## config.mk

```make
export PLATFORM = sky130hd
export DESIGN_NAME = irig_b_frame_pulse_encoder_flat
export DESIGN_NICKNAME = d
export VERILOG_FILES = /design/src/hw/rtl/irigb_pkg.sv /design/src/hw/rtl/irigb_in_if.sv /design/src/hw/rtl/irigb_out_if.sv /design/src/hw/rtl/irigb_front.sv /design/src/hw/rtl/irigb_queue.sv /design/src/hw/rtl/irigb_back.sv /design/src/hw/rtl/irig_b_frame_pulse_encoder.sv /design/src/flat_wrapper.sv
export VERILOG_INCLUDE_DIRS = /design/src /design/src/hw/rtl
export SDC_FILE = /design/constraint.sdc
export NUM_CORES = 1
export LEC_CHECK = 0
export BUFFER_PORTS_ARGS = -buffer_cell sky130_fd_sc_hd__clkbuf_2
export CAP_MARGIN = 10
export CORE_MARGIN = 1.5
export CORE_UTILIZATION = 42
export DETAILED_ROUTE_END_ITERATION = 6
export HOLD_SLACK_MARGIN = 0.15
export PLACE_DENSITY = 0.58
export SYNTH_ARGS = -nofsm -noshare
export SYNTH_HDL_FRONTEND = slang
export SYNTH_HIERARCHICAL = 1
export SYNTH_SLANG_ARGS = --single-unit
```

## constraint.sdc

```tcl
create_clock -name clk_i -period 12.3 [get_ports clk_i]
set_input_delay 1.845 -clock clk_i [delete_from_list [all_inputs] [get_ports clk_i]]
set_output_delay 1.845 -clock clk_i [all_outputs]
set_load 0.05 [all_outputs]
```

## src/hw/rtl/irig_b_frame_pulse_encoder_assert.svh

```systemverilog
// ----------------------------------------------------------------------------
// IRIG-B frame pulse encoder assertion macros
// Shared concurrent assertion wrappers, clocked on the rising edge and
// disabled while reset is asserted.
// ----------------------------------------------------------------------------
`ifndef IRIG_B_FRAME_PULSE_ENCODER_ASSERT_SVH
`define IRIG_B_FRAME_PULSE_ENCODER_ASSERT_SVH

// Condition holds on every edge out of reset.
`define IRIGB_ASSERT(lbl, clk, rst_n, cond) \
  lbl: assert property (@(posedge clk) disable iff (!rst_n) (cond)) \
    else $error("irigb assertion failed");

// Antecedent implies consequent on the same edge.
`define IRIGB_ASSERT_IMPL(lbl, clk, rst_n, ante, cons) \
  lbl: assert property (@(posedge clk) disable iff (!rst_n) (ante) |-> (cons)) \
    else $error("irigb assertion failed");

`endif

```

## src/hw/rtl/irigb_pkg.sv

```systemverilog
// ----------------------------------------------------------------------------
// IRIG-B encoder package
// Shared types and constants of the frame pulse encoder.
// ----------------------------------------------------------------------------
`timescale 1ns / 1ps

package irigb_pkg;

  localparam int unsigned CFG_W  = 8;
  localparam int unsigned POS_W  = 7;
  localparam int unsigned DATA_W = 32;
  localparam int unsigned ADDR_W = 4;

  localparam logic [CFG_W-1:0] SLOT_TICKS_RST  = 8'd10;
  localparam logic [CFG_W-1:0] ZERO_HIGH_RST   = 8'd2;
  localparam logic [CFG_W-1:0] ONE_HIGH_RST    = 8'd5;
  localparam logic [CFG_W-1:0] MARKER_HIGH_RST = 8'd8;

  typedef enum logic {
    OP_TICK = 1'b0,
    OP_LOAD = 1'b1
  } op_e;

  typedef enum logic [1:0] {
    KIND_ZERO   = 2'd0,
    KIND_ONE    = 2'd1,
    KIND_MARKER = 2'd2
  } kind_e;

  typedef enum logic [1:0] {
    ST_OK        = 2'd0,
    ST_BUSY      = 2'd1,
    ST_BAD_MONTH = 2'd2
  } status_e;

  typedef enum logic [1:0] {
    REG_SLOT_TICKS  = 2'd0,
    REG_ZERO_HIGH   = 2'd1,
    REG_ONE_HIGH    = 2'd2,
    REG_MARKER_HIGH = 2'd3
  } reg_idx_e;

  // Decoded item passed from front to back
  typedef struct packed {
    op_e        op;
    logic       bad_month;
    logic [6:0] sec_bcd;
    logic [6:0] min_bcd;
    logic [6:0] hr_bcd;
    logic [9:0] doy_bcd;
    logic [7:0] yr_bcd;
  } item_t;

  typedef struct packed {
    logic [CFG_W-1:0] slot_ticks;
    logic [CFG_W-1:0] zero_high;
    logic [CFG_W-1:0] one_high;
    logic [CFG_W-1:0] marker_high;
  } cfg_t;

endpackage

```

## src/hw/rtl/irigb_in_if.sv

```systemverilog
// ----------------------------------------------------------------------------
// IRIG-B encoder input channel
// Valid/ready channel carrying tick and load items.
// ----------------------------------------------------------------------------
`timescale 1ns / 1ps

interface irigb_in_if;
  logic       valid;
  logic       ready;
  logic       operation;
  logic [5:0] seconds;
  logic [5:0] minutes;
  logic [4:0] hours;
  logic [4:0] day_of_month;
  logic [3:0] month;
  logic [6:0] year;

  modport source (
    output valid, operation, seconds, minutes, hours, day_of_month, month, year,
    input  ready
  );
  modport sink (
    input  valid, operation, seconds, minutes, hours, day_of_month, month, year,
    output ready
  );
endinterface

```

## src/hw/rtl/irigb_out_if.sv

```systemverilog
// ----------------------------------------------------------------------------
// IRIG-B encoder result channel
// Valid/ready channel carrying one result per accepted item.
// ----------------------------------------------------------------------------
`timescale 1ns / 1ps

interface irigb_out_if;
  logic       valid;
  logic       ready;
  logic       line_level;
  logic       busy_res;
  logic [6:0] symbol_position;
  logic [1:0] symbol_kind;
  logic       frame_done;
  logic [1:0] status;

  modport source (
    output valid, line_level, busy_res, symbol_position, symbol_kind, frame_done, status,
    input  ready
  );
  modport sink (
    input  valid, line_level, busy_res, symbol_position, symbol_kind, frame_done, status,
    output ready
  );
endinterface

```

## src/hw/rtl/irigb_front.sv

```systemverilog
// ----------------------------------------------------------------------------
// IRIG-B encoder front end
// Classifies input items and converts a time stamp into BCD digit groups.
// ----------------------------------------------------------------------------
`timescale 1ns / 1ps

module irigb_front (
  irigb_in_if.sink        in_i,
  input  logic            full_i,
  output logic            push_o,
  output irigb_pkg::item_t item_o
);

  // Days before the first of each month, non-leap
  function automatic logic [8:0] days_before(input logic [3:0] mon);
    logic [8:0] d;
    case (mon)
      4'd1:    d = 9'd0;
      4'd2:    d = 9'd31;
      4'd3:    d = 9'd59;
      4'd4:    d = 9'd90;
      4'd5:    d = 9'd120;
      4'd6:    d = 9'd151;
      4'd7:    d = 9'd181;
      4'd8:    d = 9'd212;
      4'd9:    d = 9'd243;
      4'd10:   d = 9'd273;
      4'd11:   d = 9'd304;
      4'd12:   d = 9'd334;
      default: d = 9'd0;
    endcase
    return d;
  endfunction

  // v / 10 for v < 128 via reciprocal multiply
  function automatic logic [3:0] div10(input logic [6:0] v);
    logic [14:0] p;
    p = 15'(v) * 15'd205;
    return 4'(p >> 11);
  endfunction

  function automatic logic [7:0] to_bcd(input logic [6:0] v);
    logic [3:0] tens;
    logic [6:0] units;
    tens  = div10(v);
    units = v - 7'(tens) * 7'd10;
    return {tens, units[3:0]};
  endfunction

  logic [8:0] doy;
  logic       leap;
  logic [1:0] hund;
  logic [6:0] rem;
  logic [7:0] sec_b, min_b, hr_b, yr_b, rem_b;

  assign leap = (in_i.month > 4'd2) && (in_i.year[1:0] == 2'b00);
  assign doy  = 9'(in_i.day_of_month) + days_before(in_i.month) + 9'(leap);

  always_comb begin
    if (doy >= 9'd300) begin
      hund = 2'd3;
    end else if (doy >= 9'd200) begin
      hund = 2'd2;
    end else if (doy >= 9'd100) begin
      hund = 2'd1;
    end else begin
      hund = 2'd0;
    end
  end

  assign rem   = 7'(doy - 9'(hund) * 9'd100);
  assign rem_b = to_bcd(rem);
  assign sec_b = to_bcd(7'(in_i.seconds));
  assign min_b = to_bcd(7'(in_i.minutes));
  assign hr_b  = to_bcd(7'(in_i.hours));
  assign yr_b  = to_bcd(in_i.year);

  always_comb begin
    item_o.op        = irigb_pkg::op_e'(in_i.operation);
    item_o.bad_month = (in_i.month == 4'd0) || (in_i.month > 4'd12);
    item_o.sec_bcd   = sec_b[6:0];
    item_o.min_bcd   = min_b[6:0];
    item_o.hr_bcd    = hr_b[6:0];
    item_o.doy_bcd   = {hund, rem_b};
    item_o.yr_bcd    = yr_b;
  end

  assign in_i.ready = !full_i;
  assign push_o     = in_i.valid && !full_i;

endmodule

```

## src/hw/rtl/irigb_queue.sv

```systemverilog
// ----------------------------------------------------------------------------
// IRIG-B encoder item queue
// Two-entry queue of decoded items between front end and sequencer.
// ----------------------------------------------------------------------------
`timescale 1ns / 1ps

`include "irig_b_frame_pulse_encoder_assert.svh"

module irigb_queue (
  input  logic             clk_i,
  input  logic             rst_ni,
  input  logic             push_i,
  input  irigb_pkg::item_t item_i,
  output logic             full_o,
  input  logic             pop_i,
  output logic             valid_o,
  output irigb_pkg::item_t item_o
);

  irigb_pkg::item_t mem_q [2];
  logic             wr_ptr_q, wr_ptr_d;
  logic             rd_ptr_q, rd_ptr_d;
  logic [1:0]       count_q, count_d;

  assign full_o  = count_q == 2'd2;
  assign valid_o = count_q != 2'd0;
  assign item_o  = mem_q[rd_ptr_q];

  always_comb begin
    wr_ptr_d = wr_ptr_q ^ push_i;
    rd_ptr_d = rd_ptr_q ^ pop_i;
    count_d  = count_q + 2'(push_i) - 2'(pop_i);
  end

  always_ff @(posedge clk_i or negedge rst_ni) begin
    if (!rst_ni) begin
      wr_ptr_q <= 1'b0;
      rd_ptr_q <= 1'b0;
      count_q  <= 2'd0;
    end else begin
      wr_ptr_q <= wr_ptr_d;
      rd_ptr_q <= rd_ptr_d;
      count_q  <= count_d;
    end
  end

  always_ff @(posedge clk_i) begin
    if (push_i) begin
      mem_q[wr_ptr_q] <= item_i;
    end
  end

  `IRIGB_ASSERT(a_count_bound, clk_i, rst_ni, count_q <= 2'd2)
  `IRIGB_ASSERT_IMPL(a_ptr_match, clk_i, rst_ni, count_q != 2'd1, wr_ptr_q == rd_ptr_q)

endmodule

```

## src/hw/rtl/irigb_back.sv

```systemverilog
// ----------------------------------------------------------------------------
// IRIG-B encoder sequencer
// Holds the time stamp and frame position, plays out pulse-width symbols.
// ----------------------------------------------------------------------------
`timescale 1ns / 1ps

`include "irig_b_frame_pulse_encoder_assert.svh"

module irigb_back #(
  parameter int unsigned FRAME_SYMBOLS   = 99,
  parameter int unsigned TICK_COUNT_BITS = 8
) (
  input  logic             clk_i,
  input  logic             rst_ni,
  input  irigb_pkg::cfg_t  cfg_i,
  input  logic             valid_i,
  input  irigb_pkg::item_t item_i,
  output logic             pop_o,
  irigb_out_if.source      out_o
);

  localparam int unsigned CW = ((TICK_COUNT_BITS > irigb_pkg::CFG_W) ?
                                TICK_COUNT_BITS : irigb_pkg::CFG_W) + 1;

  typedef struct packed {
    logic                         level;
    logic                         busy;
    logic [irigb_pkg::POS_W-1:0]  pos;
    irigb_pkg::kind_e             kind;
    logic                         done;
    irigb_pkg::status_e           status;
  } res_t;

  function automatic irigb_pkg::kind_e kind_at(
    input logic [6:0] p,
    input logic [6:0] sec,
    input logic [6:0] mnt,
    input logic [6:0] hr,
    input logic [9:0] doy,
    input logic [7:0] yr
  );
    logic b;
    b = 1'b0;
    if (p == 7'd0 || p == 7'd1 || p == 7'd10 || p == 7'd20 || p == 7'd30 ||
        p == 7'd40 || p == 7'd50 || p == 7'd60 || p == 7'd70 || p == 7'd80 ||
        p == 7'd90) begin
      return irigb_pkg::KIND_MARKER;
    end
    if (p >= 7'd2 && p <= 7'd5) begin
      b = sec[3'(p - 7'd2)];
    end else if (p >= 7'd7 && p <= 7'd9) begin
      b = sec[3'(p - 7'd3)];
    end else if (p >= 7'd11 && p <= 7'd14) begin
      b = mnt[3'(p - 7'd11)];
    end else if (p >= 7'd16 && p <= 7'd18) begin
      b = mnt[3'(p - 7'd12)];
    end else if (p >= 7'd21 && p <= 7'd24) begin
      b = hr[3'(p - 7'd21)];
    end else if (p >= 7'd26 && p <= 7'd28) begin
      b = hr[3'(p - 7'd22)];
    end else if (p >= 7'd31 && p <= 7'd34) begin
      b = doy[4'(p - 7'd31)];
    end else if (p >= 7'd36 && p <= 7'd39) begin
      b = doy[4'(p - 7'd32)];
    end else if (p >= 7'd41 && p <= 7'd42) begin
      b = doy[4'(p - 7'd33)];
    end else if (p >= 7'd51 && p <= 7'd54) begin
      b = yr[3'(p - 7'd51)];
    end else if (p >= 7'd56 && p <= 7'd59) begin
      b = yr[3'(p - 7'd52)];
    end
    return b ? irigb_pkg::KIND_ONE : irigb_pkg::KIND_ZERO;
  endfunction

  logic [6:0]                 sec_q, sec_d, min_q, min_d, hr_q, hr_d;
  logic [9:0]                 doy_q, doy_d;
  logic [7:0]                 yr_q, yr_d;
  logic [irigb_pkg::POS_W-1:0] pos_q, pos_d;
  logic [TICK_COUNT_BITS-1:0] cnt_q, cnt_d;
  logic                       emit_q, emit_d;
  logic                       out_valid_q, out_valid_d;
  res_t                       res_q, res_d;

  irigb_pkg::kind_e           kind;
  logic [irigb_pkg::CFG_W-1:0] high;
  logic [CW-1:0]              eff, cnt_inc;
  logic                       slot_end, frame_end, level;

  assign pop_o = valid_i && (!out_valid_q || out_o.ready);

  assign kind = kind_at(pos_q, sec_q, min_q, hr_q, doy_q, yr_q);

  always_comb begin
    case (kind)
      irigb_pkg::KIND_MARKER: high = cfg_i.marker_high;
      irigb_pkg::KIND_ONE:    high = cfg_i.one_high;
      default:                high = cfg_i.zero_high;
    endcase
  end

  assign eff       = CW'((cfg_i.slot_ticks == '0) ? irigb_pkg::CFG_W'(1) : cfg_i.slot_ticks);
  assign cnt_inc   = CW'(cnt_q) + CW'(1);
  // a full counter also closes the slot
  assign slot_end  = (cnt_inc >= eff) || (&cnt_q);
  assign frame_end = (8'(pos_q) + 8'd1) >= 8'(FRAME_SYMBOLS);
  assign level     = CW'(cnt_q) < CW'(high);

  always_comb begin
    sec_d  = sec_q;
    min_d  = min_q;
    hr_d   = hr_q;
    doy_d  = doy_q;
    yr_d   = yr_q;
    pos_d  = pos_q;
    cnt_d  = cnt_q;
    emit_d = emit_q;
    res_d  = '0;
    if (pop_o) begin
      unique case (item_i.op)
        irigb_pkg::OP_LOAD: begin
          res_d.pos = pos_q;
          if (emit_q) begin
            res_d.status = irigb_pkg::ST_BUSY;
            res_d.busy   = 1'b1;
          end else if (item_i.bad_month) begin
            res_d.status = irigb_pkg::ST_BAD_MONTH;
          end else begin
            sec_d      = item_i.sec_bcd;
            min_d      = item_i.min_bcd;
            hr_d       = item_i.hr_bcd;
            doy_d      = item_i.doy_bcd;
            yr_d       = item_i.yr_bcd;
            pos_d      = '0;
            cnt_d      = '0;
            emit_d     = 1'b1;
            res_d.busy = 1'b1;
            res_d.pos  = '0;
          end
        end
        irigb_pkg::OP_TICK: begin
          if (emit_q) begin
            res_d.level = level;
            res_d.busy  = 1'b1;
            res_d.pos   = pos_q;
            res_d.kind  = kind;
            if (slot_end) begin
              cnt_d = '0;
              if (frame_end) begin
                res_d.done = 1'b1;
                emit_d     = 1'b0;
                pos_d      = '0;
              end else begin
                pos_d = pos_q + irigb_pkg::POS_W'(1);
              end
            end else begin
              cnt_d = cnt_q + TICK_COUNT_BITS'(1);
            end
          end
        end
        default: begin
        end
      endcase
    end
  end

  assign out_valid_d = pop_o || (out_valid_q && !out_o.ready);

  always_ff @(posedge clk_i or negedge rst_ni) begin
    if (!rst_ni) begin
      sec_q       <= '0;
      min_q       <= '0;
      hr_q        <= '0;
      doy_q       <= '0;
      yr_q        <= '0;
      pos_q       <= '0;
      cnt_q       <= '0;
      emit_q      <= 1'b0;
      out_valid_q <= 1'b0;
    end else begin
      sec_q       <= sec_d;
      min_q       <= min_d;
      hr_q        <= hr_d;
      doy_q       <= doy_d;
      yr_q        <= yr_d;
      pos_q       <= pos_d;
      cnt_q       <= cnt_d;
      emit_q      <= emit_d;
      out_valid_q <= out_valid_d;
    end
  end

  always_ff @(posedge clk_i) begin
    if (pop_o) begin
      res_q <= res_d;
    end
  end

  assign out_o.valid           = out_valid_q;
  assign out_o.line_level      = res_q.level;
  assign out_o.busy_res        = res_q.busy;
  assign out_o.symbol_position = res_q.pos;
  assign out_o.symbol_kind     = res_q.kind;
  assign out_o.frame_done      = res_q.done;
  assign out_o.status          = res_q.status;

  `IRIGB_ASSERT_IMPL(a_idle_home, clk_i, rst_ni, !emit_q, pos_q == '0 && cnt_q == '0)
  `IRIGB_ASSERT_IMPL(a_pos_range, clk_i, rst_ni, emit_q, 8'(pos_q) < 8'(FRAME_SYMBOLS))
  `IRIGB_ASSERT_IMPL(a_done_busy, clk_i, rst_ni, out_valid_q && res_q.done, res_q.busy && !emit_q)

endmodule

```

## src/hw/rtl/irig_b_frame_pulse_encoder.sv

```systemverilog
// ----------------------------------------------------------------------------
// IRIG-B frame pulse encoder
// Time-code frame generator with pulse-width symbol output per tick item.
// ----------------------------------------------------------------------------
// Usage:
//   in_i carries items: operation 1 loads a time stamp (seconds..year),
//   operation 0 is one tick. out_o returns exactly one result per item:
//   line level, busy flag, symbol position and kind, frame done, status.
//   The APB port sets slot length and the high times of zero, one and
//   marker symbols; write it only while no frame is playing.
//   Path: an accepted item is written into the queue, then the sequencer
//   registers its result in the output register, which drives out_o.
//   Throughput: one item per cycle while the receiver keeps out_o.ready high;
//   the front end decodes the time stamp, a two-entry queue feeds the
//   sequencer, which retires one item a cycle into the output register.
//   Reset: no frame in progress, position zero, registers at defaults
//   (slot 10, zero 2, one 5, marker 8 ticks).
//   Receiver stall: the result holds in the output register, the queue
//   absorbs up to two more items, then in_i.ready drops.
// ----------------------------------------------------------------------------
`timescale 1ns / 1ps

module irig_b_frame_pulse_encoder #(
  parameter int unsigned FRAME_SYMBOLS   = 99,
  parameter int unsigned TICK_COUNT_BITS = 8
) (
  input  logic                            clk_i,
  input  logic                            rst_ni,
  irigb_in_if.sink                        in_i,
  irigb_out_if.source                     out_o,
  input  logic                            psel,
  input  logic                            penable,
  input  logic                            pwrite,
  input  logic [irigb_pkg::ADDR_W-1:0]    paddr,
  input  logic [irigb_pkg::DATA_W-1:0]    pwdata,
  output logic [irigb_pkg::DATA_W-1:0]    prdata,
  output logic                            pready
);

  irigb_pkg::cfg_t   cfg_q, cfg_d;
  irigb_pkg::item_t  front_item, head_item;
  irigb_pkg::reg_idx_e reg_idx;
  logic              push, full, head_valid, pop, wr_en;

  assign pready  = 1'b1;
  assign wr_en   = psel && penable && pwrite && pready;
  assign reg_idx = irigb_pkg::reg_idx_e'(paddr[3:2]);

  always_comb begin
    cfg_d = cfg_q;
    if (wr_en) begin
      unique case (reg_idx)
        irigb_pkg::REG_SLOT_TICKS:  cfg_d.slot_ticks  = pwdata[irigb_pkg::CFG_W-1:0];
        irigb_pkg::REG_ZERO_HIGH:   cfg_d.zero_high   = pwdata[irigb_pkg::CFG_W-1:0];
        irigb_pkg::REG_ONE_HIGH:    cfg_d.one_high    = pwdata[irigb_pkg::CFG_W-1:0];
        irigb_pkg::REG_MARKER_HIGH: cfg_d.marker_high = pwdata[irigb_pkg::CFG_W-1:0];
        default: begin
        end
      endcase
    end
  end

  always_comb begin
    unique case (reg_idx)
      irigb_pkg::REG_SLOT_TICKS:  prdata = irigb_pkg::DATA_W'(cfg_q.slot_ticks);
      irigb_pkg::REG_ZERO_HIGH:   prdata = irigb_pkg::DATA_W'(cfg_q.zero_high);
      irigb_pkg::REG_ONE_HIGH:    prdata = irigb_pkg::DATA_W'(cfg_q.one_high);
      irigb_pkg::REG_MARKER_HIGH: prdata = irigb_pkg::DATA_W'(cfg_q.marker_high);
      default:                    prdata = '0;
    endcase
  end

  always_ff @(posedge clk_i or negedge rst_ni) begin
    if (!rst_ni) begin
      cfg_q.slot_ticks  <= irigb_pkg::SLOT_TICKS_RST;
      cfg_q.zero_high   <= irigb_pkg::ZERO_HIGH_RST;
      cfg_q.one_high    <= irigb_pkg::ONE_HIGH_RST;
      cfg_q.marker_high <= irigb_pkg::MARKER_HIGH_RST;
    end else begin
      cfg_q <= cfg_d;
    end
  end

  irigb_front u_front (
    .in_i   (in_i),
    .full_i (full),
    .push_o (push),
    .item_o (front_item)
  );

  irigb_queue u_queue (
    .clk_i   (clk_i),
    .rst_ni  (rst_ni),
    .push_i  (push),
    .item_i  (front_item),
    .full_o  (full),
    .pop_i   (pop),
    .valid_o (head_valid),
    .item_o  (head_item)
  );

  irigb_back #(
    .FRAME_SYMBOLS   (FRAME_SYMBOLS),
    .TICK_COUNT_BITS (TICK_COUNT_BITS)
  ) u_back (
    .clk_i   (clk_i),
    .rst_ni  (rst_ni),
    .cfg_i   (cfg_q),
    .valid_i (head_valid),
    .item_i  (head_item),
    .pop_o   (pop),
    .out_o   (out_o)
  );

endmodule

```

## src/flat_wrapper.sv

```systemverilog
// flat-port wrapper written by rule: the top's interface ports become plain ports
module irig_b_frame_pulse_encoder_flat 
#(
  parameter int unsigned FRAME_SYMBOLS   = 99,
  parameter int unsigned TICK_COUNT_BITS = 8
)
  (clk_i, rst_ni, psel, penable, pwrite, paddr, pwdata, prdata, pready, in_i_valid, in_i_operation, in_i_seconds, in_i_minutes, in_i_hours, in_i_day_of_month, in_i_month, in_i_year, in_i_ready, out_o_valid, out_o_line_level, out_o_busy_res, out_o_symbol_position, out_o_symbol_kind, out_o_frame_done, out_o_status, out_o_ready);
  irigb_in_if in_i_i ();
  irigb_out_if out_o_i ();
  input  logic clk_i;
  input  logic rst_ni;
  input  logic psel;
  input  logic penable;
  input  logic pwrite;
  input  logic [irigb_pkg::ADDR_W-1:0] paddr;
  input  logic [irigb_pkg::DATA_W-1:0] pwdata;
  output logic [irigb_pkg::DATA_W-1:0] prdata;
  output logic pready;
  input wire logic [$bits(in_i_i.valid)-1:0] in_i_valid;
  input wire logic [$bits(in_i_i.operation)-1:0] in_i_operation;
  input wire logic [$bits(in_i_i.seconds)-1:0] in_i_seconds;
  input wire logic [$bits(in_i_i.minutes)-1:0] in_i_minutes;
  input wire logic [$bits(in_i_i.hours)-1:0] in_i_hours;
  input wire logic [$bits(in_i_i.day_of_month)-1:0] in_i_day_of_month;
  input wire logic [$bits(in_i_i.month)-1:0] in_i_month;
  input wire logic [$bits(in_i_i.year)-1:0] in_i_year;
  output wire logic [$bits(in_i_i.ready)-1:0] in_i_ready;
  output wire logic [$bits(out_o_i.valid)-1:0] out_o_valid;
  output wire logic [$bits(out_o_i.line_level)-1:0] out_o_line_level;
  output wire logic [$bits(out_o_i.busy_res)-1:0] out_o_busy_res;
  output wire logic [$bits(out_o_i.symbol_position)-1:0] out_o_symbol_position;
  output wire logic [$bits(out_o_i.symbol_kind)-1:0] out_o_symbol_kind;
  output wire logic [$bits(out_o_i.frame_done)-1:0] out_o_frame_done;
  output wire logic [$bits(out_o_i.status)-1:0] out_o_status;
  input wire logic [$bits(out_o_i.ready)-1:0] out_o_ready;
  assign in_i_i.valid = in_i_valid;
  assign in_i_i.operation = in_i_operation;
  assign in_i_i.seconds = in_i_seconds;
  assign in_i_i.minutes = in_i_minutes;
  assign in_i_i.hours = in_i_hours;
  assign in_i_i.day_of_month = in_i_day_of_month;
  assign in_i_i.month = in_i_month;
  assign in_i_i.year = in_i_year;
  assign in_i_ready = in_i_i.ready;
  assign out_o_valid = out_o_i.valid;
  assign out_o_line_level = out_o_i.line_level;
  assign out_o_busy_res = out_o_i.busy_res;
  assign out_o_symbol_position = out_o_i.symbol_position;
  assign out_o_symbol_kind = out_o_i.symbol_kind;
  assign out_o_frame_done = out_o_i.frame_done;
  assign out_o_status = out_o_i.status;
  assign out_o_i.ready = out_o_ready;
  irig_b_frame_pulse_encoder #(.FRAME_SYMBOLS(FRAME_SYMBOLS), .TICK_COUNT_BITS(TICK_COUNT_BITS)) u_core (.clk_i(clk_i), .rst_ni(rst_ni), .in_i(in_i_i), .out_o(out_o_i), .psel(psel), .penable(penable), .pwrite(pwrite), .paddr(paddr), .pwdata(pwdata), .prdata(prdata), .pready(pready));
endmodule
```

==> results of run 1 <==
flip-flops by register name, summed over array words and instances, names as in the netlist, 7 cells and up:
name,cells
u_core/cfg_q,32
u_core/u_back/cnt_q,8
u_core/u_back/doy_q,10
u_core/u_back/hr_q,7
u_core/u_back/min_q,7
u_core/u_back/out_o.symbol_position,7
u_core/u_back/pos_q,7
u_core/u_back/sec_q,7
u_core/u_back/yr_q,8
u_core/u_queue/mem_q,82
critical path, delay by kind of cell:
family	cells	cell delay (ns)
adder cells (fa/ha/maj)	12	3.95
AO/OA/AOI/OAI	11	2.36
XOR/XNOR	4	0.77
buffers and inverters	6	0.53
AND/OR/NAND/NOR	4	0.42
metal layers:
metal	GRT usage (%)	part of all wire (%)
met3	2.30	2.9
met1	21.0	47
met5	0	0
met4	3.32	0.98
met2	26.6	49
power groups by stage:
| stage | clock (mW) | sequential [mW] | combinational (mW) |
|---|---|---|---|
| floorplan | 0 | 1.22 | 1.83 |
| CTS | 0.575 | 1.19 | 2.37 |
| finish | 0.558 | 1.19 | 2.32 |
| global placement | 0 | 1.19 | 2.30 |
| detailed placement | 0 | 1.21 | 2.36 |
| global route | 0.601 | 1.22 | 2.68 |
cells in the mapped netlist, types with 4 or more instances:
| library cell | count |
|---|---|
| sky130_fd_sc_hd__o21a_1 | 5 |
| sky130_fd_sc_hd__a21o_1 | 12 |
| sky130_fd_sc_hd__a311oi_1 | 4 |
| sky130_fd_sc_hd__and2_1 | 6 |
| sky130_fd_sc_hd__mux2i_1 | 22 |
| sky130_fd_sc_hd__nand2_1 | 40 |
| sky130_fd_sc_hd__dfrtp_1 | 86 |
| sky130_fd_sc_hd__mux4_2 | 18 |
| sky130_fd_sc_hd__xor2_1 | 22 |
| sky130_fd_sc_hd__buf_12 | 4 |
| sky130_fd_sc_hd__nand2b_1 | 13 |
| sky130_fd_sc_hd__clkbuf_1 | 18 |
| sky130_fd_sc_hd__nand4_1 | 4 |
| sky130_fd_sc_hd__o21ai_1 | 6 |
| sky130_fd_sc_hd__nor3_1 | 14 |
| sky130_fd_sc_hd__edfxtp_1 | 96 |
| sky130_fd_sc_hd__fa_1 | 38 |
| sky130_fd_sc_hd__nand3_1 | 14 |
| sky130_fd_sc_hd__buf_2 | 5 |
| sky130_fd_sc_hd__o211ai_1 | 6 |
| sky130_fd_sc_hd__ha_1 | 186 |
| sky130_fd_sc_hd__a211oi_1 | 7 |
| sky130_fd_sc_hd__inv_1 | 135 |
| sky130_fd_sc_hd__nor3b_1 | 4 |
| sky130_fd_sc_hd__dfstp_2 | 6 |
| sky130_fd_sc_hd__a22oi_1 | 4 |
| sky130_fd_sc_hd__nor2b_1 | 11 |
| sky130_fd_sc_hd__buf_6 | 5 |
| sky130_fd_sc_hd__a22o_1 | 7 |
| sky130_fd_sc_hd__xnor2_1 | 30 |
| sky130_fd_sc_hd__buf_4 | 33 |
| sky130_fd_sc_hd__nor2_1 | 36 |
| sky130_fd_sc_hd__o21ai_0 | 34 |
| sky130_fd_sc_hd__mux2_2 | 77 |
| sky130_fd_sc_hd__o31ai_1 | 9 |
| sky130_fd_sc_hd__or2_2 | 8 |
| sky130_fd_sc_hd__a21oi_1 | 34 |
| sky130_fd_sc_hd__mux2_4 | 46 |
stage by stage:
| stage | cells | cell area (um2) | power (mW) |
|---|---|---|---|
| final | 1712 | 15500 | 4.07 |
| after global routing | 1712 | 15500 | 4.49 |
| after CTS | 1712 | 15500 | 4.14 |
| after detailed placement | 1680 | 14900 | 3.56 |
| after global placement | 1680 | 14900 | 3.50 |
| after floorplan | 1220 | 14400 | 3.05 |
layout make-up:
cell class                 count  area share (%)
multi-input combinational    827            53.0
sequential                   188            33.4
tap                          448            3.61
inverter                     137            3.31
clock buffer                  17            2.74
timing repair buffer          80            2.69
clock inverter                15            1.27
logic make-up after synthesis:
kind of cell | synth area share [%]
xor+xnor | 3.88
mux | 15.7
buf+inv | 6.99
compound gates | 8.63
simple gates | 6.95
flops | 36.2
fa+ha+maj | 21.5
other cells | 0.0786
worst min path at each step:
stage and to:
5_1_grt u_core/u_back/doy_q[8]$_DFFE_PN0P_, 3_3_place_gp u_core/u_back/yr_q[2]$_DFFE_PN0P_, 3_5_place_dp u_core/u_back/yr_q[1]$_DFFE_PN0P_, 4_1_cts u_core/u_back/yr_q[1]$_DFFE_PN0P_
2_1_floorplan u_core/u_back/yr_q[0]$_DFFE_PN0P_, 6_report u_core/u_back/yr_q[1]$_DFFE_PN0P_
==> summary.txt, run 1 <==
Timing
  – Worst setup margin: 2.63 ns
  – Worst-case headroom to the max-slew limit: 22.4%
  – Setup total negative slack: 0 ns
  – Number of hold violations in the final report: 0
  – Worst setup skew after layout: 0.0126 ns
  – Max Transition Viols Final: 0
  – Highest Clock Rate: 103 MHz
  – Setup repair after global routing missed its margin: no
  – Shortest clock period the worst path allows after layout: 9.67 ns
  – Transition at the pin with the smallest max-transition slack: 1.16 ns
  – Ratio of final minimum period to clock period: 78.6%
  – Worst hold slack after final layout: 0.504 ns
  – Final Setup Violations: 0

Yosys
  – Cell Area, Synth: 14,300 um2
  – Post-synthesis average cell area: 12.0 um2
  – Sequential fraction of the synthesis area: 36.2%
  – Proportion of synthesized flip-flops having asynchronous set or reset: 48.9%
  – Dominant cells by area after synthesis: sky130_fd_sc_hd__edfxtp_1, sky130_fd_sc_hd__ha_1, sky130_fd_sc_hd__dfrtp_1
  – Yosys synthesis warning count: 6
  – Ys flop type: sky130_fd_sc_hd__edfxtp_1
  – Synthesized instance count: 1,197
  – Number of library cell types mapped by synthesis: 97
  – Fraction of post-synthesis cell area in the top cell type by area: 20.1%
  – Flip-flop and latch count after synthesis: 188
  – Post-synth EDFFs: 96
  – Cell type with the highest aggregate area in the netlist: sky130_fd_sc_hd__edfxtp_1

Routing
  – Total length of routed wires: 26,000 um
  – Residual DRC: 0
  – Average detailed-routed wire length per instance: 15.2 um
  – Vias: 8,752
  – DRC marker count from the first detailed-route iteration: 497
  – Vias per std cell: 5.11
  – Post-detailed-route count of antenna-violating nets: 0
  – Number of detailed-route iterations in the first pass: 4

Setup path
  – Startpoint class of the critical path: input port
  – Worst setup path startpoint: in_i_month[1]
  – Required time of the worst setup path: 12.48 ns
  – Data arrival time at the worst-slack endpoint: 9.85 ns
  – Reg2reg end: u_core/u_back/out_o.line_level$_SDFFCE_PP0P_
  – Critical Setup Path Class: in -> reg
  – Endpoint class of the critical path: register
  – Worst stage delay on the critical path: 0.51 ns
  – Last element of the critical path: u_core/u_queue/mem_q[1][11]$_DFFE_PP_
  – Worst-case register-to-register setup slack: 6.77 ns
  – Critical register-to-register path startpoint: u_core/u_back/pos_q[0]$_DFFE_PN0P_
  – Maximum fanout encountered on the critical timing path: 7
  – Depth of the worst register-to-register path: 17
  – Standard cell with the maximum stage delay on the critical path: sky130_fd_sc_hd__fa_1

Die
  – Die area: 35,200 um2
  – Initial core utilization: 42.7%
  – Floorplan core area: 33,500 um2
  – Std cell rows: 67
  – IO Pins: 126
  – Die Ht: 188 um
  – Die boundary width: 188 um

CTS
  – CTS tree: built
  – Skew-Pair Late Insertion Delay: 0.44 ns
  – Maximum number of buffers from clock root to sink: 2
  – Cell at the root of the clock tree: sky130_fd_sc_hd__clkbuf_16
  – Number of sinks driven by the clock tree: 188
  – Setup bufs post-CTS: 0
  – Clock slew at reported path FFs: 0.08 ns
  – Number of buffers inserted during clock tree synthesis: 17
  – Count of hold buffers inserted by post-cts repair: 0
  – Number of gates resized after CTS: 0
  – Deepest level of the CTS H-tree: 4

Placed design
  – Worst slack, placed: 2.15 ns
  – IO buf count: 74
  – Global placement routability congestion: 0.859
  – Detail Placement HPWL: 19,500 um

Power and ir drop
  – Power density over the cells: 262 nW/um2
  – Max IR drop VDD: 0.260 mV
  – Gate power share: 57.1%
  – Fraction of power spent switching nets: 40.8%
  – Switching component of the power: 1.66 mW
  – Sequential power share: 29.2%
  – Leakage dissipation: 7.14 nW
  – Clock network fraction of total power: 13.7%
  – Internal power component: 2.41 mW

Hold path
  – Launch instance of the worst min-delay path: u_core/u_back/yr_q[1]$_DFFE_PN0P_
  – Cell count of the worst hold path: 1
  – Type of the tightest min-delay check: reg -> reg

Status
  – Run status: finished, final reports clean

Global routing
  – Via count of the first global-routing pass: 9,068
  – Total overflow reported by the global router: 0
  – Initial antenna violation count: 0
  – Largest net degree at the start of global routing: 62
  – Wire length of the first global-routing pass: 45,100 um
  – Total global-route track usage: 15.6%

Cells and area
  – Fillers: 3,093
  – Layout overhead on the synthesized area: 8.43%
  – Net count reported at finish: 1,552
  – Post-layout util: 46.3%
  – Share of final-layout standard cells stronger than drive strength 1: 24.0%
  – Area used by sequential logic in the layout: 5190 um2
  – Commonest non-fill, non-tap cells in the layout: sky130_fd_sc_hd__ha_1, sky130_fd_sc_hd__inv_1, sky130_fd_sc_hd__edfxtp_1, sky130_fd_sc_hd__dfrtp_1, sky130_fd_sc_hd__mux2_2
  – Antenna diode count: 0
  – Most common cell after layout, fill and taps aside: sky130_fd_sc_hd__ha_1
  – Area used by multi-input combinational logic: 8230 um2

Flow run
  – Count of maximum capacitance violations: 0
Power figures use the tool's default switching activity.
==> run 2: changes to the inputs <==
PLACE_DENSITY = 0.6   (was 0.58)
clock period = 8.4 ns   (was 12.3 ns; I/O delays follow)
==> summary.txt, run 2 (synthesis results as in run 1) <==
Die
  – IO Pins: 126
  – Initial core utilization: 42.7%
  – Die Ht: 188 um
  – Floorplan core area: 33,500 um2
  – Die area: 35,200 um2
  – Std cell rows: 67
  – Die boundary width: 188 um

CTS
  – Count of hold buffers inserted by post-cts repair: 0
  – Cell at the root of the clock tree: sky130_fd_sc_hd__clkbuf_16
  – CTS tree: built
  – Clock slew at reported path FFs: 0.07 ns
  – Skew-Pair Late Insertion Delay: 0.44 ns
  – Number of buffers inserted during clock tree synthesis: 17
  – Number of sinks driven by the clock tree: 188
  – Deepest level of the CTS H-tree: 4
  – Maximum number of buffers from clock root to sink: 2

Cells and area
  – Most common cell after layout, fill and taps aside: sky130_fd_sc_hd__ha_1
  – Share of final-layout standard cells stronger than drive strength 1: 29.3%
  – Layout overhead on the synthesized area: 12.2%
  – Fillers: 3,077
  – Area used by sequential logic in the layout: 5190 um2
  – Registers with the most flip-flops: u_core/u_queue/mem_q x82, u_core/cfg_q x32, u_core/u_back/doy_q x10
  – Commonest non-fill, non-tap cells in the layout: sky130_fd_sc_hd__ha_1, sky130_fd_sc_hd__inv_1, sky130_fd_sc_hd__edfxtp_1, sky130_fd_sc_hd__dfrtp_1, sky130_fd_sc_hd__mux2_2
  – Antenna diode count: 0
  – Area used by multi-input combinational logic: 8390 um2
  – Flip-flop count of the largest register, all copies and words added: 82
  – Count of placed standard cells in the final layout, fillers left out: 1,759
  – Post-layout util: 48.0%
  – Net count reported at finish: 1,599
  – Most flop-heavy register: u_core/u_queue/mem_q

Timing
  – Number of hold violations in the final report: 0
  – Transition at the pin with the smallest max-transition slack: 0.987 ns
  – Worst-case headroom to the max-slew limit: 34.2%
  – Worst setup skew after layout: 0.0109 ns
  – Setup total negative slack: 0 ns
  – Ratio of final minimum period to clock period: 95.7%
  – Worst setup margin: 0.363 ns
  – Highest Clock Rate: 124 MHz
  – Max Transition Viols Final: 0
  – Shortest clock period the worst path allows after layout: 8.04 ns
  – Final Setup Violations: 0

Global routing
  – Total global-route track usage: 15.4%
  – Largest net degree at the start of global routing: 61
  – Via count of the first global-routing pass: 9,058
  – Wire length of the first global-routing pass: 44,300 um
  – Total overflow reported by the global router: 0
  – Initial antenna violation count: 0

Routing
  – Number of detailed-route iterations in the first pass: 4
  – Average detailed-routed wire length per instance: 14.8 um
  – Total length of routed wires: 26,000 um
  – Met2 routed WL: 12,600 um
  – Met3 WL post-DR: 687 um
  – Vias per std cell: 5.09
  – Vias: 8,945
  – Routed length on met1: 12,300 um
  – DRC marker count from the first detailed-route iteration: 381
  – Top routing layer in use: met4
  – Residual DRC: 0
  – Post-detailed-route count of antenna-violating nets: 0

Setup path
  – Startpoint class of the critical path: input port
  – Most used cell, CP: sky130_fd_sc_hd__fa_2
  – Data arrival time at the worst-slack endpoint: 8.21 ns
  – Maximum fanout encountered on the critical timing path: 4
  – Critical Setup Path Class: in -> reg
  – Worst stage delay on the critical path: 0.49 ns
  – Endpoint class of the critical path: register
  – Required time of the worst setup path: 8.58 ns
  – Standard cell with the maximum stage delay on the critical path: sky130_fd_sc_hd__fa_1

Placed design
  – IO buf count: 74
  – Global placement routability congestion: 0.891
  – Detail Placement HPWL: 19,600 um
  – Worst slack, placed: -0.412 ns
  – Placed Instances: 1,724

Hold path
  – Type of the tightest min-delay check: reg -> reg

Status
  – Run status: finished, final reports clean

Flow run
  – Count of maximum capacitance violations: 0

Power and ir drop
  – Max IR drop VDD: 0.442 mV
  – Power density over the cells: 405 nW/um2
  – Leakage dissipation: 7.41 nW
## run 2: path summary, 6_finish.rpt
kind / end / cells after the start / slack, ns / start
worst max register to register: u_core/u_back/out_o.line_level$_SDFFCE_PP0P_ / 16 / 2.79 / u_core/u_back/pos_q[1]$_DFFE_PN0P_
worst max-delay path: u_core/u_queue/mem_q[1][11]$_DFFE_PP_ / 37 / 0.36 / in_i_month[1]
worst min-delay path: u_core/u_back/yr_q[2]$_DFFE_PN0P_ / 1 / 0.50 / u_core/u_back/yr_q[2]$_DFFE_PN0P_
min in group asynchronous: u_core/u_back/out_o.valid$_DFF_PN0_ / 1 / 0.76 / rst_ni
max in group asynchronous: u_core/u_queue/rd_ptr_q$_DFF_PN0_ / 2 / 6.48 / rst_ni
worst min register to register: u_core/u_back/yr_q[2]$_DFFE_PN0P_ / 1 / 0.50 / u_core/u_back/yr_q[2]$_DFFE_PN0P_
## run 2: per-layer routing
layer | global-route usage [%] | up-vias
met1 | 20.4 | 4345
met4 | 4.37 | 0
met5 | 0 | -
met3 | 2.68 | 31
li1 | - | 4435
met2 | 26.0 | 134
## run 2: worst max-delay path: cells and delay by family
| kind | cells | cell delay [ns] |
|---|---|---|
| adder cells (fa/ha/maj) | 12 | 3.68 |
| AO/OA/AOI/OAI | 10 | 1.63 |
| XOR/XNOR | 5 | 0.79 |
| AND/OR/NAND/NOR | 4 | 0.48 |
| buffers and inverters | 6 | 0.38 |
## run 2: stage by stage
stage          hold WS [ns]  power (mW)  instance area, um2
2_1_floorplan         0.472        4.48               14400
3_5_place_dp          0.492        5.41               15300
4_1_cts               0.509        6.31               15900
3_3_place_gp          0.483        5.31               15300
5_1_grt               0.523        7.18               16100
6_report              0.505        6.52               16100
## run 2: what timing repair did
item	in CTS	in global routing
endpoints found under the setup margin	0	4
setup buffers	0	3
gates resized for setup	0	33
## run 2: cell type report
cell class	instances	share of cell area [%]
clock buffer	17	2.65
clock inverter	15	1.39
inverter	137	3.20
multi-input combinational	827	52.2
sequential	188	32.3
tap	448	3.49
timing repair buffer	127	4.83
## run 2: power breakdown
| group | total [mW] | switching [mW] | internal (mW) | leakage, nW |
|---|---|---|---|---|
| registers | 1.74 | 0.168 | 1.57 | 2.04 |
| logic | 3.91 | 2.04 | 1.88 | 5.05 |
| clock network | 0.869 | 0.381 | 0.488 | 0.318 |
==> run 3: changes to the inputs <==
CORE_UTILIZATION = 55   (was 42)
CTS_CLUSTER_DIAMETER = 150   (was default)
PLACE_DENSITY = 0.76   (was 0.6)
SYNTH_HIERARCHICAL = default   (was 1)
==> summary.txt, run 3 <==
Die
  – Floorplan core area: 24,200 um2
  – Die Ht: 159 um
  – Std cell rows: 57
  – Initial core utilization: 55.7%
  – Die area: 25,400 um2
  – IO Pins: 126
  – Die boundary width: 159 um

Routing
  – Vias: 9,255
  – Routed length on met1: 11,200 um
  – Number of detailed-route iterations in the first pass: 5
  – Residual DRC: 0
  – Top routing layer in use: met4
  – Average detailed-routed wire length per instance: 15.5 um
  – Met2 routed WL: 13,100 um
  – Total length of routed wires: 25,700 um
  – Post-detailed-route count of antenna-violating nets: 0
  – Met3 WL post-DR: 1050 um
  – Vias per std cell: 5.59
  – DRC marker count from the first detailed-route iteration: 608

Yosys
  – Sequential fraction of the synthesis area: 37.9%
  – Dominant cell by count in the synthesized netlist: sky130_fd_sc_hd__ha_1
  – Dominant cells by area after synthesis: sky130_fd_sc_hd__edfxtp_1, sky130_fd_sc_hd__ha_1, sky130_fd_sc_hd__dfrtp_1
  – Ys flop type: sky130_fd_sc_hd__edfxtp_1
  – Proportion of synthesized flip-flops having asynchronous set or reset: 49.2%
  – Cell type with the highest aggregate area in the netlist: sky130_fd_sc_hd__edfxtp_1
  – Cell Area, Synth: 13,500 um2
  – Flip-flop and latch count after synthesis: 185
  – Synthesized instance count: 1,212
  – Yosys synthesis warning count: 0
  – Number of library cell types mapped by synthesis: 76
  – Post-synthesis average cell area: 11.1 um2
  – Most common library cells after synthesis: sky130_fd_sc_hd__ha_1, sky130_fd_sc_hd__inv_1, sky130_fd_sc_hd__edfxtp_1, sky130_fd_sc_hd__dfrtp_1, sky130_fd_sc_hd__nor2_1
  – Post-synth EDFFs: 94
  – Fraction of post-synthesis cell area in the top cell type by area: 21.0%

Setup path
  – Depth of the worst register-to-register path: 18
  – Critical register-to-register path startpoint: u_core.u_back.pos_q[1]$_DFFE_PN0P_
  – Critical Setup Path Class: in -> reg
  – Endpoint class of the critical path: register
  – Startpoint class of the critical path: input port
  – Required time of the worst setup path: 8.57 ns
  – Worst setup path startpoint: in_i_month[1]
  – Maximum fanout encountered on the critical timing path: 3
  – Standard cell with the maximum stage delay on the critical path: sky130_fd_sc_hd__fa_1
  – Most used cell, CP: sky130_fd_sc_hd__fa_2
  – Reg2reg end: u_core.u_back.out_o.line_level$_SDFFCE_PP0P_
  – Data arrival time at the worst-slack endpoint: 8.39 ns
  – Worst-case register-to-register setup slack: 2.92 ns
  – Worst stage delay on the critical path: 0.49 ns

Hold path
  – Launch instance of the worst min-delay path: u_core.u_back.out_o.valid$_DFF_PN0_
  – Sink of the worst hold path: u_core.u_back.out_o.valid$_DFF_PN0_
  – Cell count of the worst hold path: 2
  – Type of the tightest min-delay check: reg -> reg

Cells and area
  – Count of placed standard cells in the final layout, fillers left out: 1,655
  – Registers with the most flip-flops: u_core.u_queue.mem_q x80, u_core.cfg_q x32, u_core.u_back.doy_q x10
  – Area used by sequential logic in the layout: 5110 um2
  – Layout overhead on the synthesized area: 12.3%
  – Most flop-heavy register: u_core.u_queue.mem_q
  – Flip-flop count of the largest register, all copies and words added: 80
  – Most common cell after layout, fill and taps aside: sky130_fd_sc_hd__ha_1
  – Fillers: 1,913
  – Post-layout util: 62.6%
  – Net count reported at finish: 1,620
  – Antenna diode count: 0
  – Commonest non-fill, non-tap cells in the layout: sky130_fd_sc_hd__ha_1, sky130_fd_sc_hd__inv_1, sky130_fd_sc_hd__edfxtp_1, sky130_fd_sc_hd__dfrtp_1, sky130_fd_sc_hd__nor2_1
  – Share of final-layout standard cells stronger than drive strength 1: 19.8%
  – Area used by multi-input combinational logic: 7770 um2

Power and ir drop
  – Leakage dissipation: 7.09 nW
  – Power density over the cells: 383 nW/um2
  – Total design power: 5.79 mW
  – Max IR drop VDD: 0.491 mV

Timing
  – Setup total negative slack: 0 ns
  – Number of hold violations in the final report: 0
  – Worst hold slack after final layout: 0.510 ns
  – Ratio of final minimum period to clock period: 97.8%
  – Worst setup skew after layout: 0.00899 ns
  – Transition at the pin with the smallest max-transition slack: 1.19 ns
  – Worst-case headroom to the max-slew limit: 19.9%
  – Highest Clock Rate: 122 MHz
  – Final Setup Violations: 0
  – Shortest clock period the worst path allows after layout: 8.22 ns
  – Max Transition Viols Final: 0
  – Setup repair after global routing missed its margin: yes

Placed design
  – IO buf count: 74
  – Global placement routability congestion: 0.899
  – Detail Placement HPWL: 18,700 um
  – Placed Instances: 1,617

CTS
  – Deepest level of the CTS H-tree: 4
  – CTS tree: built
  – Clock slew at reported path FFs: 0.07 ns
  – Number of sinks driven by the clock tree: 185
  – Cell at the root of the clock tree: sky130_fd_sc_hd__clkbuf_16
  – Maximum number of buffers from clock root to sink: 2
  – Number of buffers inserted during clock tree synthesis: 17
  – Skew-Pair Late Insertion Delay: 0.43 ns
  – Count of hold buffers inserted by post-cts repair: 0

Global routing
  – Initial antenna violation count: 0
  – Largest net degree at the start of global routing: 77
  – Wire length of the first global-routing pass: 43,700 um
  – Total overflow reported by the global router: 0
  – Via count of the first global-routing pass: 9,358
  – Total global-route track usage: 21.1%

Status
  – Run status: finished, final reports clean

Flow run
  – Count of maximum capacitance violations: 0
## run 3: power breakdown
group | leakage (nW) | switching [mW] | internal, mW
logic | 4.75 | 1.93 | 1.51
clock network | 0.281 | 0.332 | 0.467
registers | 2.06 | 0.102 | 1.45
total | 7.09 | 2.36 | 3.43
## run 3: layer usage
layer / global-route usage [%] / vias up
li1: - / 4481
met1: 26.1 / 4517
met2: 37.4 / 220
met3: 3.72 / 37
met4: 6.52 / 0
met5: 0 / -
## run 3: layout make-up
cell class	instances	share of cell area, %
Inverter	125	3.13
Tap cell	324	2.68
Multi-Input combinational cell	862	51.4
Clock inverter	12	0.984
Timing Repair Buffer	127	5.16
Clock buffer	20	2.89
Sequential cell	185	33.8
## run 3: worst max path at each step
| stage | endpoint | slack, ns | cells after the start |
|---|---|---|---|
| 2_1_floorplan | u_core.u_queue.mem_q[0][11]$_DFFE_PP_ | 0.001 | 37 |
| 3_3_place_gp | u_core.u_queue.mem_q[0][11]$_DFFE_PP_ | -0.27 | 35 |
| 3_5_place_dp | u_core.u_queue.mem_q[0][11]$_DFFE_PP_ | -0.43 | 35 |
| 4_1_cts | u_core.u_queue.mem_q[1][11]$_DFFE_PP_ | 0.05 | 35 |
| 5_1_grt | u_core.u_queue.mem_q[1][11]$_DFFE_PP_ | -0.24 | 37 |
| 6_report | u_core.u_queue.mem_q[0][11]$_DFFE_PP_ | 0.18 | 37 |
## run 3: repair_timing
| item | CTS | global route |
|---|---|---|
| pin swaps | 1 | 1 |
| buffers inserted | 0 | 6 |
| cloned | 0 | 0 |
| endpoints found under the setup margin | 2 | 4 |
| gates resized for setup | 0 | 14 |
## run 3: kinds of logic (layout without fill, tap and decap cells)
logic type | after synthesis | count (layout) | share of synthesized area, %
DFF | 185 | 185 | 37.9
muxes | 107 | 107 | 10.3
other | 2 | 25 | 0.0558
AOI/OAI and AO/OA | 208 | 208 | 10.0
xor gates and xnor gates | 55 | 55 | 3.77
and+or+nand+nor | 242 | 242 | 8.62
buffers and inverters | 188 | 284 | 6.31
adders and majority gates | 225 | 225 | 23.0
## run 3: worst max-delay path: cells and delay by family
| family | cells | cell delay (ns) |
|---|---|---|
| fa+ha+maj | 11 | 3.71 |
| xor+xnor | 5 | 0.79 |
| buf+inv | 4 | 0.29 |
| compound gates | 12 | 1.94 |
| simple gates | 5 | 0.40 |
## run 3: stage by stage
step	instance area [um2]	setup WS, ns
final	15100	0.182
after global routing	15100	-0.238
after CTS	15000	0.0495
after detailed placement	14400	-0.430
after global placement	14400	-0.265
after floorplan	13700	0.00118
